[config.mk]
export PLATFORM = sky130hd
export DESIGN_NAME = marker_length_frame_deframer_top_flat
export DESIGN_NICKNAME = d
export VERILOG_FILES = /design/src/hdl/mlfd_pkg.sv /design/src/hdl/mlfd_byte_if.sv /design/src/hdl/mlfd_result_if.sv /design/src/hdl/mlfd_cfg_regs.sv /design/src/hdl/mlfd_parser.sv /design/src/hdl/mlfd_out_stage.sv /design/src/hdl/marker_length_frame_deframer_top.sv /design/src/flat_wrapper.sv
export SDC_FILE = /design/constraint.sdc
export NUM_CORES = 1
export LEC_CHECK = 0
export ABC_AREA = 1
export BUFFER_PORTS_ARGS = -buffer_cell sky130_fd_sc_hd__buf_2
export CAP_MARGIN = 0
export CELL_PAD_IN_SITES_DETAIL_PLACEMENT = 1
export CELL_PAD_IN_SITES_GLOBAL_PLACEMENT = 1
export CORE_MARGIN = 10
export CORE_UTILIZATION = 45
export CTS_CLUSTER_DIAMETER = 60
export DETAILED_ROUTE_END_ITERATION = 8
export HOLD_SLACK_MARGIN = 0.03
export PLACE_DENSITY_LB_ADDON = 0.25
export SYNTH_ARGS = -nofsm -noshare
export SYNTH_HDL_FRONTEND = slang
export SYNTH_SLANG_ARGS = --single-unit
export TNS_END_PERCENT = 5
[constraint.sdc]
create_clock -name clk_i -period 2.6 [get_ports clk_i]
set_input_delay 0.52 -clock clk_i [delete_from_list [all_inputs] [get_ports clk_i]]
set_output_delay 0.52 -clock clk_i [all_outputs]
set_load 0.01 [all_outputs]
[src/hdl/mlfd_pkg.sv]
// ----------------------------------------------------------------------------
// Marker/length frame deframer package
// Shared widths, register indexes, result kinds and structs of the deframer.
// ----------------------------------------------------------------------------
package mlfd_pkg;

  // Largest payload length the block ever accepts, whatever max_payload says.
  localparam int MaxFrameBytes = 1024;

  // Width of the remaining-byte counter; it never holds more than MaxFrameBytes.
  localparam int LeftW = $clog2(MaxFrameBytes + 1);

  localparam int ByteW     = 8;
  localparam int LenW      = 16;
  localparam int MaxPayW   = 15;
  localparam int CfgIdxW   = 3;
  localparam int CfgDataW  = 15;
  localparam int KindW     = 2;

  localparam logic [MaxPayW-1:0] MaxPayloadReset = MaxPayW'(1024);

  // Configuration register indexes.
  typedef enum logic [CfgIdxW-1:0] {
    CFG_START_FIRST  = 3'd0,
    CFG_START_SECOND = 3'd1,
    CFG_END_FIRST    = 3'd2,
    CFG_END_SECOND   = 3'd3,
    CFG_MAX_PAYLOAD  = 3'd4
  } cfg_idx_e;

  // Kinds of result request.
  typedef enum logic [KindW-1:0] {
    KIND_DATA    = 2'd0,
    KIND_GOOD    = 2'd1,
    KIND_BAD_END = 2'd2,
    KIND_REJECT  = 2'd3
  } kind_e;

  typedef struct packed {
    logic [ByteW-1:0]   start_first;
    logic [ByteW-1:0]   start_second;
    logic [ByteW-1:0]   end_first;
    logic [ByteW-1:0]   end_second;
    logic [MaxPayW-1:0] max_payload;
  } cfg_t;

  typedef struct packed {
    kind_e            kind;
    logic [ByteW-1:0] data;
  } result_t;

endpackage

[src/hdl/mlfd_byte_if.sv]
// ----------------------------------------------------------------------------
// Byte channel
// Valid/ready channel that carries one received byte per request.
// ----------------------------------------------------------------------------
interface mlfd_byte_if;
  logic       valid;
  logic       ready;
  logic [7:0] in_byte;

  modport source (output valid, output in_byte, input ready);
  modport sink (input valid, input in_byte, output ready);
endinterface

[src/hdl/mlfd_result_if.sv]
// ----------------------------------------------------------------------------
// Result channel
// Valid/ready channel that carries one deframer result per request.
// ----------------------------------------------------------------------------
interface mlfd_result_if;
  logic       valid;
  logic       ready;
  logic [1:0] out_kind;
  logic [7:0] out_data;

  modport source (output valid, output out_kind, output out_data, input ready);
  modport sink (input valid, input out_kind, input out_data, output ready);
endinterface

[src/hdl/mlfd_cfg_regs.sv]
// ----------------------------------------------------------------------------
// Deframer configuration registers
// Holds the marker bytes and the payload length limit, written by index.
// ----------------------------------------------------------------------------
module mlfd_cfg_regs (
  input  logic                          clk_i,
  input  logic                          rst_ni,
  input  logic                          cfg_we_i,
  input  logic [mlfd_pkg::CfgIdxW-1:0]  cfg_idx_i,
  input  logic [mlfd_pkg::CfgDataW-1:0] cfg_wdata_i,
  output mlfd_pkg::cfg_t                cfg_o
);

  mlfd_pkg::cfg_t cfg_q;
  mlfd_pkg::cfg_t cfg_d;

  always_comb begin
    cfg_d = cfg_q;
    if (cfg_we_i) begin
      case (cfg_idx_i)
        mlfd_pkg::CFG_START_FIRST:  cfg_d.start_first  = cfg_wdata_i[7:0];
        mlfd_pkg::CFG_START_SECOND: cfg_d.start_second = cfg_wdata_i[7:0];
        mlfd_pkg::CFG_END_FIRST:    cfg_d.end_first    = cfg_wdata_i[7:0];
        mlfd_pkg::CFG_END_SECOND:   cfg_d.end_second   = cfg_wdata_i[7:0];
        mlfd_pkg::CFG_MAX_PAYLOAD:  cfg_d.max_payload  = cfg_wdata_i[mlfd_pkg::MaxPayW-1:0];
        default:                    cfg_d = cfg_q;
      endcase
    end
  end

  always_ff @(posedge clk_i or negedge rst_ni) begin
    if (!rst_ni) begin
      cfg_q.start_first  <= '0;
      cfg_q.start_second <= '0;
      cfg_q.end_first    <= '0;
      cfg_q.end_second   <= '0;
      cfg_q.max_payload  <= mlfd_pkg::MaxPayloadReset;
    end else begin
      cfg_q <= cfg_d;
    end
  end

  assign cfg_o = cfg_q;

endmodule

[src/hdl/mlfd_parser.sv]
// ----------------------------------------------------------------------------
// Deframer parser
// Input byte register and the frame phase logic that turns one byte into at
// most one result request.
// ----------------------------------------------------------------------------
module mlfd_parser (
  input  logic                        clk_i,
  input  logic                        rst_ni,
  input  logic                        in_valid_i,
  input  logic [mlfd_pkg::ByteW-1:0]  in_byte_i,
  output logic                        in_ready_o,
  input  mlfd_pkg::cfg_t              cfg_i,
  input  logic                        take_i,
  output logic                        res_valid_o,
  output mlfd_pkg::result_t           res_o
);

  typedef enum logic [2:0] {
    PH_HUNT1   = 3'd0,
    PH_HUNT2   = 3'd1,
    PH_LEN_LO  = 3'd2,
    PH_LEN_HI  = 3'd3,
    PH_PAYLOAD = 3'd4,
    PH_END1    = 3'd5,
    PH_END2    = 3'd6
  } phase_e;

  logic                         vld_q;
  logic [mlfd_pkg::ByteW-1:0]   byte_q;
  phase_e                       phase_q, phase_d;
  logic [mlfd_pkg::ByteW-1:0]   len_lo_q, len_lo_d;
  logic [mlfd_pkg::LeftW-1:0]   left_q, left_d;
  logic                         adv;
  logic                         in_take;
  logic [mlfd_pkg::LenW-1:0]    len;
  logic                         reject;
  logic [mlfd_pkg::LeftW-1:0]   left_dec;

  // The held byte moves on whenever the result stage can take a request.
  assign adv        = vld_q & take_i;
  assign in_ready_o = ~vld_q | adv;
  assign in_take    = in_valid_i & in_ready_o;

  assign len      = {byte_q, len_lo_q};
  assign reject   = len[mlfd_pkg::LenW-1]
                  | (len > {1'b0, cfg_i.max_payload})
                  | (len > mlfd_pkg::LenW'(mlfd_pkg::MaxFrameBytes));
  assign left_dec = left_q - mlfd_pkg::LeftW'(1);

  always_comb begin
    phase_d     = phase_q;
    len_lo_d    = len_lo_q;
    left_d      = left_q;
    res_valid_o = 1'b0;
    res_o.kind  = mlfd_pkg::KIND_DATA;
    res_o.data  = '0;
    if (adv) begin
      case (phase_q)
        PH_HUNT2: begin
          if (byte_q == cfg_i.start_second) begin
            phase_d = PH_LEN_LO;
          end else if (byte_q == cfg_i.start_first) begin
            phase_d = PH_HUNT2;
          end else begin
            phase_d = PH_HUNT1;
          end
        end
        PH_LEN_LO: begin
          len_lo_d = byte_q;
          phase_d  = PH_LEN_HI;
        end
        PH_LEN_HI: begin
          if (reject) begin
            phase_d     = PH_HUNT1;
            left_d      = '0;
            res_valid_o = 1'b1;
            res_o.kind  = mlfd_pkg::KIND_REJECT;
          end else begin
            left_d  = len[mlfd_pkg::LeftW-1:0];
            phase_d = (len == '0) ? PH_END1 : PH_PAYLOAD;
          end
        end
        PH_PAYLOAD: begin
          left_d      = left_dec;
          phase_d     = (left_dec == '0) ? PH_END1 : PH_PAYLOAD;
          res_valid_o = 1'b1;
          res_o.kind  = mlfd_pkg::KIND_DATA;
          res_o.data  = byte_q;
        end
        PH_END1: begin
          if (byte_q == cfg_i.end_first) begin
            phase_d = PH_END2;
          end else begin
            phase_d     = PH_HUNT1;
            res_valid_o = 1'b1;
            res_o.kind  = mlfd_pkg::KIND_BAD_END;
          end
        end
        PH_END2: begin
          phase_d     = PH_HUNT1;
          res_valid_o = 1'b1;
          res_o.kind  = (byte_q == cfg_i.end_second) ? mlfd_pkg::KIND_GOOD
                                                     : mlfd_pkg::KIND_BAD_END;
        end
        default: begin
          phase_d = (byte_q == cfg_i.start_first) ? PH_HUNT2 : PH_HUNT1;
        end
      endcase
    end
  end

  always_ff @(posedge clk_i or negedge rst_ni) begin
    if (!rst_ni) begin
      vld_q    <= 1'b0;
      phase_q  <= PH_HUNT1;
      len_lo_q <= '0;
      left_q   <= '0;
    end else begin
      if (in_take) begin
        vld_q <= 1'b1;
      end else if (adv) begin
        vld_q <= 1'b0;
      end
      phase_q  <= phase_d;
      len_lo_q <= len_lo_d;
      left_q   <= left_d;
    end
  end

  always_ff @(posedge clk_i) begin
    if (in_take) begin
      byte_q <= in_byte_i;
    end
  end

  // A payload phase always has at least one byte left to pass.
  a_payload_left: assert property (@(posedge clk_i) disable iff (!rst_ni)
    phase_q == PH_PAYLOAD |-> left_q != '0)
    else $error("payload phase with no bytes left");

  // The remaining count never exceeds the hard frame limit.
  a_left_bound: assert property (@(posedge clk_i) disable iff (!rst_ni)
    left_q <= mlfd_pkg::LeftW'(mlfd_pkg::MaxFrameBytes))
    else $error("remaining byte count above frame limit");

  // A rejected length sends the parser back to hunting.
  a_reject_hunt: assert property (@(posedge clk_i) disable iff (!rst_ni)
    res_valid_o && res_o.kind == mlfd_pkg::KIND_REJECT |=> phase_q == PH_HUNT1)
    else $error("no return to hunting after length reject");

  // Only payload requests carry a nonzero data byte.
  a_data_zero: assert property (@(posedge clk_i) disable iff (!rst_ni)
    res_valid_o && res_o.kind != mlfd_pkg::KIND_DATA |-> res_o.data == '0)
    else $error("nonzero data on a status request");

endmodule

[src/hdl/mlfd_out_stage.sv]
// ----------------------------------------------------------------------------
// Deframer result register
// Holds one result request until the downstream side takes it.
// ----------------------------------------------------------------------------
module mlfd_out_stage (
  input  logic              clk_i,
  input  logic              rst_ni,
  input  logic              res_valid_i,
  input  mlfd_pkg::result_t res_i,
  output logic              take_o,
  output logic              out_valid_o,
  input  logic              out_ready_i,
  output mlfd_pkg::result_t out_res_o
);

  logic              valid_q;
  mlfd_pkg::result_t res_q;

  // Room when empty or when the held request leaves in this cycle.
  assign take_o = ~valid_q | out_ready_i;

  always_ff @(posedge clk_i or negedge rst_ni) begin
    if (!rst_ni) begin
      valid_q <= 1'b0;
    end else if (take_o) begin
      valid_q <= res_valid_i;
    end
  end

  always_ff @(posedge clk_i) begin
    if (take_o && res_valid_i) begin
      res_q <= res_i;
    end
  end

  assign out_valid_o = valid_q;
  assign out_res_o   = res_q;

endmodule

[src/hdl/marker_length_frame_deframer_top.sv]
// ----------------------------------------------------------------------------
// Marker/length frame deframer
// Top level: configuration registers, parser and result register.
// ----------------------------------------------------------------------------
// The deframer takes one received byte per request and sustains one byte per
// clock cycle as long as the result side keeps taking requests. A byte is
// held in an input register, where the frame phase logic (a
// few byte compares, a 16-bit length check and a small down counter) decides
// the next phase and at most one result; that result lands in the result
// register and is offered from there. The input side is ready while the
// input register is empty, or while the result register is empty or being
// drained, so a waiting result stops the next byte only once the input
// register is full. Results are a payload byte, a good frame, a bad
// end marker, or a rejected length (bit 15 set, above max_payload, or above
// the built-in limit of 1024 bytes); after any of the last three the block
// hunts for the start marker again at the next byte. Registers are written
// through a plain write port and must only change while no frame is in
// flight and the result register has drained.
// ----------------------------------------------------------------------------
module marker_length_frame_deframer_top (
  input  logic                          clk_i,
  input  logic                          rst_ni,
  input  logic                          cfg_we_i,
  input  logic [mlfd_pkg::CfgIdxW-1:0]  cfg_idx_i,
  input  logic [mlfd_pkg::CfgDataW-1:0] cfg_wdata_i,
  mlfd_byte_if.sink                     in_i,
  mlfd_result_if.source                 out_o
);

  mlfd_pkg::cfg_t    cfg;
  mlfd_pkg::result_t res;
  mlfd_pkg::result_t out_res;
  logic              res_valid;
  logic              take;

  // Marker bytes and length limit.
  mlfd_cfg_regs u_cfg_regs (
    .clk_i       (clk_i),
    .rst_ni      (rst_ni),
    .cfg_we_i    (cfg_we_i),
    .cfg_idx_i   (cfg_idx_i),
    .cfg_wdata_i (cfg_wdata_i),
    .cfg_o       (cfg)
  );

  // Input byte register and frame phase tracking.
  mlfd_parser u_parser (
    .clk_i       (clk_i),
    .rst_ni      (rst_ni),
    .in_valid_i  (in_i.valid),
    .in_byte_i   (in_i.in_byte),
    .in_ready_o  (in_i.ready),
    .cfg_i       (cfg),
    .take_i      (take),
    .res_valid_o (res_valid),
    .res_o       (res)
  );

  // Result register toward the downstream side.
  mlfd_out_stage u_out_stage (
    .clk_i       (clk_i),
    .rst_ni      (rst_ni),
    .res_valid_i (res_valid),
    .res_i       (res),
    .take_o      (take),
    .out_valid_o (out_o.valid),
    .out_ready_i (out_o.ready),
    .out_res_o   (out_res)
  );

  assign out_o.out_kind = out_res.kind;
  assign out_o.out_data = out_res.data;

endmodule

[src/flat_wrapper.sv]
// flat-port wrapper written by rule: the top's interface ports become plain ports
module marker_length_frame_deframer_top_flat 
  (clk_i, rst_ni, cfg_we_i, cfg_idx_i, cfg_wdata_i, in_i_valid, in_i_in_byte, in_i_ready, out_o_valid, out_o_out_kind, out_o_out_data, out_o_ready);
  mlfd_byte_if in_i_i ();
  mlfd_result_if out_o_i ();
  input  logic clk_i;
  input  logic rst_ni;
  input  logic cfg_we_i;
  input  logic [mlfd_pkg::CfgIdxW-1:0] cfg_idx_i;
  input  logic [mlfd_pkg::CfgDataW-1:0] cfg_wdata_i;
  input wire logic [$bits(in_i_i.valid)-1:0] in_i_valid;
  input wire logic [$bits(in_i_i.in_byte)-1:0] in_i_in_byte;
  output wire logic [$bits(in_i_i.ready)-1:0] in_i_ready;
  output wire logic [$bits(out_o_i.valid)-1:0] out_o_valid;
  output wire logic [$bits(out_o_i.out_kind)-1:0] out_o_out_kind;
  output wire logic [$bits(out_o_i.out_data)-1:0] out_o_out_data;
  input wire logic [$bits(out_o_i.ready)-1:0] out_o_ready;
  assign in_i_i.valid = in_i_valid;
  assign in_i_i.in_byte = in_i_in_byte;
  assign in_i_ready = in_i_i.ready;
  assign out_o_valid = out_o_i.valid;
  assign out_o_out_kind = out_o_i.out_kind;
  assign out_o_out_data = out_o_i.out_data;
  assign out_o_i.ready = out_o_ready;
  marker_length_frame_deframer_top u_core (.clk_i(clk_i), .rst_ni(rst_ni), .cfg_we_i(cfg_we_i), .cfg_idx_i(cfg_idx_i), .cfg_wdata_i(cfg_wdata_i), .in_i(in_i_i), .out_o(out_o_i));
endmodule
==> run_results.csv, run 1 <==
group,metric,value,unit
route,via_count,3903,
min_path,worstHoldPathType,"primary input to async pin",
layout,layout-drive-gt1-share,14.8,%
critical_path,worst_path_largest_cell_delay,0.52,ns
power_and_ir_drop,power.internal,2.41,mW
grt,grt_pass1_wl,21700,µm
yosys,synth.avg_cell_area,8.38,µm²
grt,grt_overflow,0,
clock_network,clkSinkCount,89,
clock_network,cts-resized-gates,0,
yosys,netlist_area,4750,µm²
critical_path,setup.worst_path.class,"flop to flop",
timing,report.final.slew_viol_count,0,
placed_design,detailed_place.area,5090,µm²
grt,grt_antenna_before_repair,0,
layout,num-fill-cells,1301,
timing,clock.fmax,424,MHz
route,wire_per_inst,17.5,µm
route,initialDrtViolationCount,126,
critical_path,crit_path_frequent_cell,"sky130_fd_sc_hd__nand2_1",
placed_design,detailedPlacementHpwl,9860,µm
route,firstDrtPassIters,4,
grt,largest_net_degree_at_the_start_of_global_routing,52,
die,initial_util,46.0,%
route,antenna_violating_nets_post_route,0,
run_status,run_status,"completed",
layout,mostFrequentLayoutCell,"sky130_fd_sc_hd__nand2_1",
layout,layout.cells.non_filler,749,
die,std_cell_rows,37,
job,drv_cap,0,
clock_network,cts_made_buffers,9,
yosys,yosys_warnings,0,
clock_network,clkLatencyLatePin,0.36,ns
layout,post-route-util,51.3,%
power_and_ir_drop,clock_power_share,29.0,%
clock_network,cts.hold.buffers_added,0,
die,die_outline_width,123,µm
yosys,yosysTopAreaCellShare,36.9,%
critical_path,timing.critical_path.from_type,"flop",
layout,layout-area-overhead-vs-synth,11.5,%
layout,antenna-diode-count,0,
clock_network,cts.clk_slew.worst_paths,0.09,ns
yosys,ys_ff_latch,89,
die,num_io_pins,43,
placed_design,dpl.cell_count,733,
yosys,postSynthCellCount,567,
power_and_ir_drop,power-per-cell-area,662,nW/µm²
grt,grt_pass1_vias,4328,
clock_network,htree_levels,3,
die,die-area,15100,µm²
critical_path,cp_cell_sequence,"inv_1 > ha_1 > nand4_1 > nor3_2 > nand2_1 > nand2_1 > nand2_2 > nand2_1 > nand2_1 > nand2_1 > nand2_1 > inv_1",
route,post-route-drc-count,0,
yosys,ys_types,33,
clock_network,cts_setup_buffers,0,
power_and_ir_drop,power_frac_seq,49.7,%
power_and_ir_drop,share_comb_of_total_power,21.3,%
timing,max_slew_headroom_at_the_worst_pin,62.3,%
timing,fin_setup_tns,0,ns
timing,fin_crit,2.36,ns
critical_path,worst_setup_path_startpoint,"u_core.u_cfg_regs.cfg_o[10]",
power_and_ir_drop,net-switching-power,1.10,mW
yosys,synth_area_leader_cell,"sky130_fd_sc_hd__dfrtp_1",
timing,finClkSkew,0.00750,ns
placed_design,routability_cong,0.837,
power_and_ir_drop,power_leakage,2.67,nW
yosys,synthesis.nets,615,
power_and_ir_drop,ir_worst_vdd,381,µV
layout,nNetsFinal,656,
route,drt-vias-per-instance,5.21,
route,wirelength,13100,µm
critical_path,cp.required,2.63,ns
timing,count_of_final_setup_violators,0,
yosys,yosys-top-cells-area,"sky130_fd_sc_hd__dfrtp_1 37%, sky130_fd_sc_hd__edfxtp_1 11%, sky130_fd_sc_hd__nand2_1 9.0%, sky130_fd_sc_hd__nor2_1 5.1%, sky130_fd_sc_hd__inv_1 4.7%",
timing,hold_viol_final,0,
clock_network,tritoncts,"done",
critical_path,slowest_stage,"sky130_fd_sc_hd__dfstp_2",
die,fp.coreArea,10300,µm²
clock_network,maximum_root_to_sink_buffer_count,2,
layout,mostFrequentLayoutCells,"114 x sky130_fd_sc_hd__nand2_1, 70 x sky130_fd_sc_hd__dfrtp_1, 64 x sky130_fd_sc_hd__nor2_1",
critical_path,timing.rr.start,"u_core.u_cfg_regs.cfg_o[10]",
critical_path,worst_setup_path_end_kind,"flop",
yosys,synth_seq_area_share,48.8,%
critical_path,path_max_fanout,10,
timing,rsz0062_at_grt,"false",
layout,fin_area,5300,µm²
power_and_ir_drop,sw_frac_of_total,31.4,%
critical_path,crit_arrival,2.39,ns
timing,tightest_slew,0.564,ns
timing,final_min_period_over_clock_period,90.7,%
grt,gr-usage-all-layers,18.0,%
die,chip_height,123,µm
placed_design,numPortBuffers,42,
clock_network,clock_root_buffer,"sky130_fd_sc_hd__clkbuf_8",
==> logic make-up after synthesis <==
group,after synthesis,share of synthesized area [%]
adders and majority gates,17,4.47
DFF,89,48.8
and+or+nand+nor,239,21.8
AOI/OAI and AO/OA,91,9.92
xor gates and xnor gates,35,6.45
buffers and inverters,96,8.53
==> worst paths after layout <==
check	slack, ns	endpoint	cells after the start
max in group asynchronous	1.80	u_core.u_cfg_regs.cfg_o[37]	2
setup reg to reg	0.24	u_core.u_out_stage.out_res_o[4]	12
hold reg to reg	0.49	u_core.u_cfg_regs.cfg_o[10]	2
setup / recovery	0.24	u_core.u_out_stage.out_res_o[4]	12
hold / removal	0.14	u_core.u_parser.left_q[6]	1
min in group clk_i	0.33	u_core.u_parser.byte_q[4]	1
==> cell usage after synthesis (all sizes together) <==
| cell | count |
|---|---|
| a21o | 1 |
| a21oi | 33 |
| buf | 14 |
| clkbuf | 7 |
| dfrtp | 70 |
| dfstp | 1 |
| edfxtp | 18 |
| ha | 17 |
| inv | 75 |
| nand2 | 118 |
| nand3 | 22 |
| nand3b | 2 |
| nand4 | 20 |
| nor2 | 66 |
| nor3 | 6 |
| nor3b | 1 |
| nor4 | 3 |
| o21a | 1 |
| o21ai | 56 |
| or2 | 1 |
| xnor2 | 23 |
| xor2 | 12 |
==> worst max-delay path, delay by kind of cell (launching register included) <==
| kind | cells | cell delay [ns] |
|---|---|---|
| and+or+nand+nor | 9 | 0.86 |
| adders and majority gates | 1 | 0.29 |
| buffers and inverters | 2 | 0.35 |
| DFF | 1 | 0.52 |
==> per-stage QoR <==
| step | total power, mW | worst slack [ns] | hold slack (ns) |
|---|---|---|---|
| 3_5_place_dp | 2.52 | 0.251 | 0.474 |
| 6_report | 3.51 | 0.242 | 0.136 |
| 4_1_cts | 3.54 | 0.225 | 0.145 |
| 2_1_floorplan | 2.27 | 0.580 | 0.224 |
| 5_1_grt | 3.73 | 0.0545 | 0.151 |
| 3_3_place_gp | 2.46 | 0.394 | 0.467 |
==> power by group through the flow <==
| stage | combinational [mW] | sequential [mW] | clock, mW |
|---|---|---|---|
| 2_1_floorplan | 0.545 | 1.72 | 0 |
| 6_report | 0.749 | 1.74 | 1.02 |
| 4_1_cts | 0.763 | 1.74 | 1.03 |
| 5_1_grt | 0.869 | 1.77 | 1.10 |
| 3_5_place_dp | 0.755 | 1.77 | 0 |
| 3_3_place_gp | 0.702 | 1.76 | 0 |
==> metal layers <==
layer / up-vias / track usage (%) / share of wire, %
met5: - / 0 / 0
met4: 0 / 4.71 / 1.2
met3: 14 / 3.76 / 2.9
met2: 48 / 32.0 / 51
met1: 1939 / 21.6 / 45
li1: 1902 / - / -
==> sequential cells by signal, summed over array words and instances, names as in the netlist <==
name,flops
u_core.u_parser.vld_q,1
u_core.u_parser.left_q,11
u_core.u_out_stage.out_valid_o,1
u_core.u_parser.byte_q,8
u_core.u_cfg_regs.cfg_o,47
u_core.u_parser.phase_q,3
u_core.u_out_stage.out_res_o,10
u_core.u_parser.len_lo_q,8
==> final cells by class <==
| cell class | count | area [µm²] | area share [%] |
|---|---|---|---|
| Clock inverter | 4 | 50.0 | 0.945 |
| Timing Repair Buffer | 51 | 290 | 5.48 |
| Sequential cell | 89 | 2320 | 43.8 |
| Multi-Input combinational cell | 382 | 2030 | 38.3 |
| Clock buffer | 12 | 156 | 2.95 |
| Tap cell | 136 | 170 | 3.21 |
| Inverter | 75 | 284 | 5.36 |
Power figures use the tool's default switching activity.
==> inputs of run 2 (changes only) <==
Settings changed: CORE_MARGIN 10 to 4, PLACE_DENSITY from default to 0.83, PLACE_DENSITY_LB_ADDON 0.25 to default.
==> run_results.csv, run 2 (synthesized netlist as in run 1, its figures left out) <==
group,metric,value,unit
run_status,run_status,"completed",
layout,layout-drive-gt1-share,15.4,%
die,die-area,12300,µm²
clock_network,clkLatencyLatePin,0.36,ns
clock_network,cts_made_buffers,9,
clock_network,cts-resized-gates,0,
route,antenna_violating_nets_post_route,0,
timing,report.final.slew_viol_count,0,
grt,gr-usage-all-layers,21.9,%
die,die_outline_width,111,µm
timing,rsz0062_at_grt,"false",
route,drt-vias-per-instance,5.29,
clock_network,clock_root_buffer,"sky130_fd_sc_hd__clkbuf_8",
layout,seq_area,2320,µm²
clock_network,cts.hold.buffers_added,0,
timing,final_min_period_over_clock_period,88.1,%
power_and_ir_drop,ir_worst_vdd,266,µV
route,wire_per_inst,17.4,µm
placed_design,numPortBuffers,42,
timing,finClkSkew,0.00813,ns
critical_path,crit_arrival,2.32,ns
power_and_ir_drop,power_leakage,2.68,nW
route,initialDrtViolationCount,185,
timing,count_of_final_setup_violators,0,
timing,max_slew_headroom_at_the_worst_pin,60.0,%
grt,grt_overflow,0,
timing,clock.fmax,437,MHz
route,wirelength,13100,µm
clock_network,tritoncts,"done",
clock_network,maximum_root_to_sink_buffer_count,2,
layout,multiInputGateArea,2030,µm²
power_and_ir_drop,power,3.52,mW
critical_path,path_max_fanout,10,
clock_network,cts_setup_buffers,0,
timing,hold_viol_final,0,
die,initial_util,46.0,%
clock_network,htree_levels,3,
grt,grt_pass1_vias,4225,
layout,layout-area-overhead-vs-synth,11.8,%
timing,fin_crit,2.29,ns
route,firstDrtPassIters,4,
layout,nNetsFinal,659,
placed_design,detailedPlacementHpwl,9790,µm
die,fp.coreArea,10300,µm²
min_path,worstHoldPathType,"primary input to async pin",
grt,grt_pass1_wl,21400,µm
clock_network,cts.clk_slew.worst_paths,0.09,ns
timing,tightest_slew,0.598,ns
die,std_cell_rows,37,
placed_design,routability_cong,0.835,
die,chip_height,111,µm
route,post-route-drc-count,0,
grt,grt_antenna_before_repair,0,
job,drv_cap,0,
layout,flip_flop_count_of_the_largest_register_all_copies_and_words_added,47,
timing,fin_setup_tns,0,ns
layout,mostFrequentLayoutCell,"sky130_fd_sc_hd__nand2_1",
layout,num-fill-cells,1293,
grt,largest_net_degree_at_the_start_of_global_routing,31,
critical_path,setup.worst_path.class,"flop to flop",
layout,antenna-diode-count,0,
critical_path,cp.required,2.63,ns
clock_network,clkSinkCount,89,
power_and_ir_drop,power-per-cell-area,662,nW/µm²
layout,mostFrequentLayoutCells,"114 x sky130_fd_sc_hd__nand2_1, 70 x sky130_fd_sc_hd__dfrtp_1, 64 x sky130_fd_sc_hd__nor2_1",
critical_path,worst_setup_path_end_kind,"flop",
die,num_io_pins,43,
route,via_count,3981,
critical_path,timing.critical_path.from_type,"flop",
## run 2: worst paths after layout
path,start,depth (start not counted),slack (ns),endpoint
max,u_core.u_cfg_regs.cfg_o[10],12,0.31,u_core.u_out_stage.out_res_o[2]
min,rst_ni,1,0.10,u_core.u_cfg_regs.cfg_o[0]
min in group clk_i,in_i_in_byte[7],1,0.32,u_core.u_parser.byte_q[7]
max in group asynchronous,rst_ni,2,1.80,u_core.u_cfg_regs.cfg_o[44]
max reg2reg,u_core.u_cfg_regs.cfg_o[10],12,0.31,u_core.u_out_stage.out_res_o[2]
min reg2reg,u_core.u_cfg_regs.cfg_o[6],2,0.50,u_core.u_cfg_regs.cfg_o[6]
## run 2: through the flow
stage,worst slack (ns),hold WS (ns),instances,instance area (µm²),utilization [%]
CTS,0.285,0.105,752,5320,51.5
finish,0.310,0.103,752,5320,51.5
global placement,0.421,0.470,736,5110,49.5
detailed placement,0.317,0.477,736,5110,49.5
global route,0.115,0.127,752,5320,51.5
floorplan,0.580,0.224,567,4750,-
## run 2: where the power goes
part	leakage [nW]	internal (mW)	total, mW	switching, mW
sequential	1.10	1.60	1.74	0.142
clock	0.105	0.478	1.01	0.528
combinational	1.47	0.308	0.774	0.466
total	2.68	2.38	3.52	1.14
## run 2: worst max-delay path, stage by stage, from the launching register on
cell and delay [ns]:
sky130_fd_sc_hd__dfstp_2 0.53, sky130_fd_sc_hd__inv_1 0.05, sky130_fd_sc_hd__ha_1 0.30, sky130_fd_sc_hd__nand4_1 0.12
sky130_fd_sc_hd__nor3_2 0.15, sky130_fd_sc_hd__nand2_1 0.08, sky130_fd_sc_hd__nand2_1 0.07, sky130_fd_sc_hd__nand2_2 0.06
sky130_fd_sc_hd__nand2_1 0.07, sky130_fd_sc_hd__nand2_1 0.08, sky130_fd_sc_hd__nand2_1 0.08, sky130_fd_sc_hd__nand2_1 0.06
sky130_fd_sc_hd__inv_1 0.30
## run 2: area by class of cell
class	instances	share of cell area [%]
tap	136	3.20
clock inverter	5	1.13
timing repair buffer	54	5.88
multi-input combinational	382	38.2
inverter	75	5.34
sequential	89	43.6
clock buffer	11	2.66
## run 2: routing by layer
metal | wire (µm) | GRT usage, %
met5 | 0 | 0
met3 | 434 | 3.00
met1 | 5490 | 26.2
met2 | 6830 | 40.2
met4 | 290 | 7.39
==> inputs of run 3 (changes only) <==
Settings changed: CORE_UTILIZATION 45 to 41, PLACE_DENSITY 0.83 to 0.8.
Clock period 2.6 ns to 1.9 ns, I/O delays scaled along.
==> run_results.csv, run 3 (synthesized netlist as in run 1, its figures left out) <==
group,metric,value,unit
timing,fin_crit,2.02,ns
power_and_ir_drop,share_comb_of_total_power,21.2,%
route,wire_per_inst,16.7,µm
placed_design,dpl.cell_count,764,
layout,num-fill-cells,1401,
route,post-route-drc-count,0,
critical_path,setup.worst_path.class,"flop to flop",
timing,count_of_final_setup_violators,25,
layout,mostFrequentLayoutCell,"sky130_fd_sc_hd__nand2_1",
timing,hold_viol_final,0,
clock_network,tritoncts,"done",
critical_path,worstReg2RegEnd,"u_core.u_out_stage.out_res_o[9]",
power_and_ir_drop,power,5.37,mW
die,chip_height,116,µm
critical_path,timing.rr.start,"u_core.u_cfg_regs.cfg_o[10]",
job,drv_cap,0,
run_status,violations,"negative setup slack",
grt,grt_antenna_before_repair,0,
power_and_ir_drop,net-switching-power,1.60,mW
clock_network,cts_made_buffers,9,
clock_network,clkLatencyLatePin,0.35,ns
power_and_ir_drop,power_leakage,2.82,nW
route,initialDrtViolationCount,272,
grt,grt_pass1_vias,4456,
timing,clock.fmax,494,MHz
clock_network,clkSinkCount,89,
power_and_ir_drop,clock_power_share,34.8,%
clock_network,cts.clk_slew.worst_paths,0.07,ns
grt,gr-usage-all-layers,21.4,%
route,drt-vias-per-instance,5.17,
layout,mostFrequentLayoutCells,"113 x sky130_fd_sc_hd__nand2_1, 70 x sky130_fd_sc_hd__dfrtp_1, 64 x sky130_fd_sc_hd__nor2_1",
clock_network,cts.hold.buffers_added,0,
layout,layout-drive-gt1-share,18.7,%
clock_network,clock_root_buffer,"sky130_fd_sc_hd__clkbuf_16",
critical_path,cp.required,1.96,ns
die,num_io_pins,43,
die,fp.coreArea,11400,µm²
placed_design,detailedPlacementHpwl,9460,µm
critical_path,ff2ff_setup_slack,-0.12,ns
layout,flip_flop_count_of_the_largest_register_all_copies_and_words_added,47,
grt,grt_pass1_wl,22100,µm
layout,layout-area-overhead-vs-synth,18.0,%
critical_path,crit_arrival,2.08,ns
min_path,worstHoldPathType,"primary input to async pin",
critical_path,path_max_fanout,10,
timing,rsz0062_at_grt,"true",
placed_design,numPortBuffers,42,
timing,tightest_slew,0.503,ns
timing,report.final.slew_viol_count,0,
clock_network,htree_levels,3,
power_and_ir_drop,power.internal,3.77,mW
layout,nNetsFinal,680,
die,initial_util,41.8,%
critical_path,timing.critical_path.from_type,"flop",
grt,grt_overflow,0,
placed_design,routability_cong,0.845,
die,die_outline_width,116,µm
die,die-area,13400,µm²
power_and_ir_drop,power-per-cell-area,958,nW/µm²
die,std_cell_rows,39,
critical_path,worst_setup_path_end_kind,"flop",
grt,largest_net_degree_at_the_start_of_global_routing,72,
route,firstDrtPassIters,4,
power_and_ir_drop,sw_frac_of_total,29.8,%
timing,final.setup.worst_slack,-0.123,ns
clock_network,maximum_root_to_sink_buffer_count,2,
layout,antenna-diode-count,0,
route,antenna_violating_nets_post_route,0,
timing,max_slew_headroom_at_the_worst_pin,66.4,%
route,via_count,4034,
power_and_ir_drop,ir_worst_vdd,491,µV
layout,layout.cells.non_filler,780,
timing,final_min_period_over_clock_period,106,%
route,wirelength,13000,µm
run_status,run_status,"complete, but fails checks",
power_and_ir_drop,power_frac_seq,44.1,%
timing,finClkSkew,0.00680,ns
critical_path,reg2reg_depth,12,
## run 3: cell type report
| cell class | instances | area [µm²] | share of cell area [%] |
|---|---|---|---|
| Multi-Input combinational cell | 382 | 2040 | 36.4 |
| Clock inverter | 4 | 51.3 | 0.914 |
| Inverter | 75 | 289 | 5.15 |
| Clock buffer | 12 | 258 | 4.59 |
| Tap cell | 143 | 179 | 3.19 |
| Timing Repair Buffer | 75 | 470 | 8.39 |
| Sequential cell | 89 | 2320 | 41.3 |
## run 3: how the worst max path moves through the flow
stage	start	depth (start not counted)	endpoint
floorplan	u_core.u_cfg_regs.cfg_o[10]	12	u_core.u_out_stage.out_res_o[0]
global placement	u_core.u_cfg_regs.cfg_o[10]	12	u_core.u_out_stage.out_res_o[3]
detailed placement	u_core.u_cfg_regs.cfg_o[10]	12	u_core.u_out_stage.out_res_o[8]
CTS	u_core.u_cfg_regs.cfg_o[10]	12	u_core.u_out_stage.out_res_o[8]
global route	u_core.u_cfg_regs.cfg_o[10]	12	u_core.u_out_stage.out_res_o[7]
finish	u_core.u_cfg_regs.cfg_o[10]	12	u_core.u_out_stage.out_res_o[9]
## run 3: metrics by stage
stage | setup TNS, ns | hold slack, ns | area [µm²] | util [%] | worst slack (ns)
after CTS | -2.18 | 0.0773 | 5610 | 49.3 | -0.144
after detailed placement | -2.97 | 0.445 | 5280 | 46.5 | -0.217
after floorplan | -0.263 | 0.0844 | 4750 | - | -0.0263
after global routing | -5.60 | 0.0904 | 5610 | 49.3 | -0.273
after global placement | -1.37 | 0.442 | 5280 | 46.5 | -0.130
final | -1.87 | 0.0452 | 5610 | 49.3 | -0.123
## run 3: per-layer routing
layer,vias to the layer above,part of all wire [%],track usage [%]
met5,-,0,0
met4,0,2.1,7.42
met3,25,3.0,3.76
met2,66,52,38.4
met1,1990,43,25.9
li1,1953,-,-
## run 3: repair_timing
| item | CTS | global route |
|---|---|---|
| setup buffers | 0 | 0 |
| endpoints found under the setup margin | 26 | 27 |
| gates resized for setup | 4 | 1 |
## run 3: power groups by stage
stage | clock network, mW | logic (mW) | registers [mW]
6_report | 1.87 | 1.14 | 2.37
5_1_grt | 1.98 | 1.31 | 2.39
4_1_cts | 1.90 | 1.15 | 2.37
3_5_place_dp | 0 | 1.12 | 2.39
3_3_place_gp | 0 | 1.04 | 2.38
2_1_floorplan | 0 | 0.746 | 2.36
## run 3: worst max-delay path, cell delays in order, from the launching register on
cell and delay (ns):
sky130_fd_sc_hd__dfstp_2 0.53, sky130_fd_sc_hd__inv_2 0.04, sky130_fd_sc_hd__ha_4 0.26, sky130_fd_sc_hd__nand4_1 0.10, sky130_fd_sc_hd__nor3_2 0.17, sky130_fd_sc_hd__nand2_1 0.09
sky130_fd_sc_hd__nand2_1 0.08, sky130_fd_sc_hd__nand2_2 0.07, sky130_fd_sc_hd__nand2_1 0.08, sky130_fd_sc_hd__nand2_1 0.06, sky130_fd_sc_hd__nand2_1 0.07, sky130_fd_sc_hd__nand2_2 0.08
sky130_fd_sc_hd__inv_6 0.11
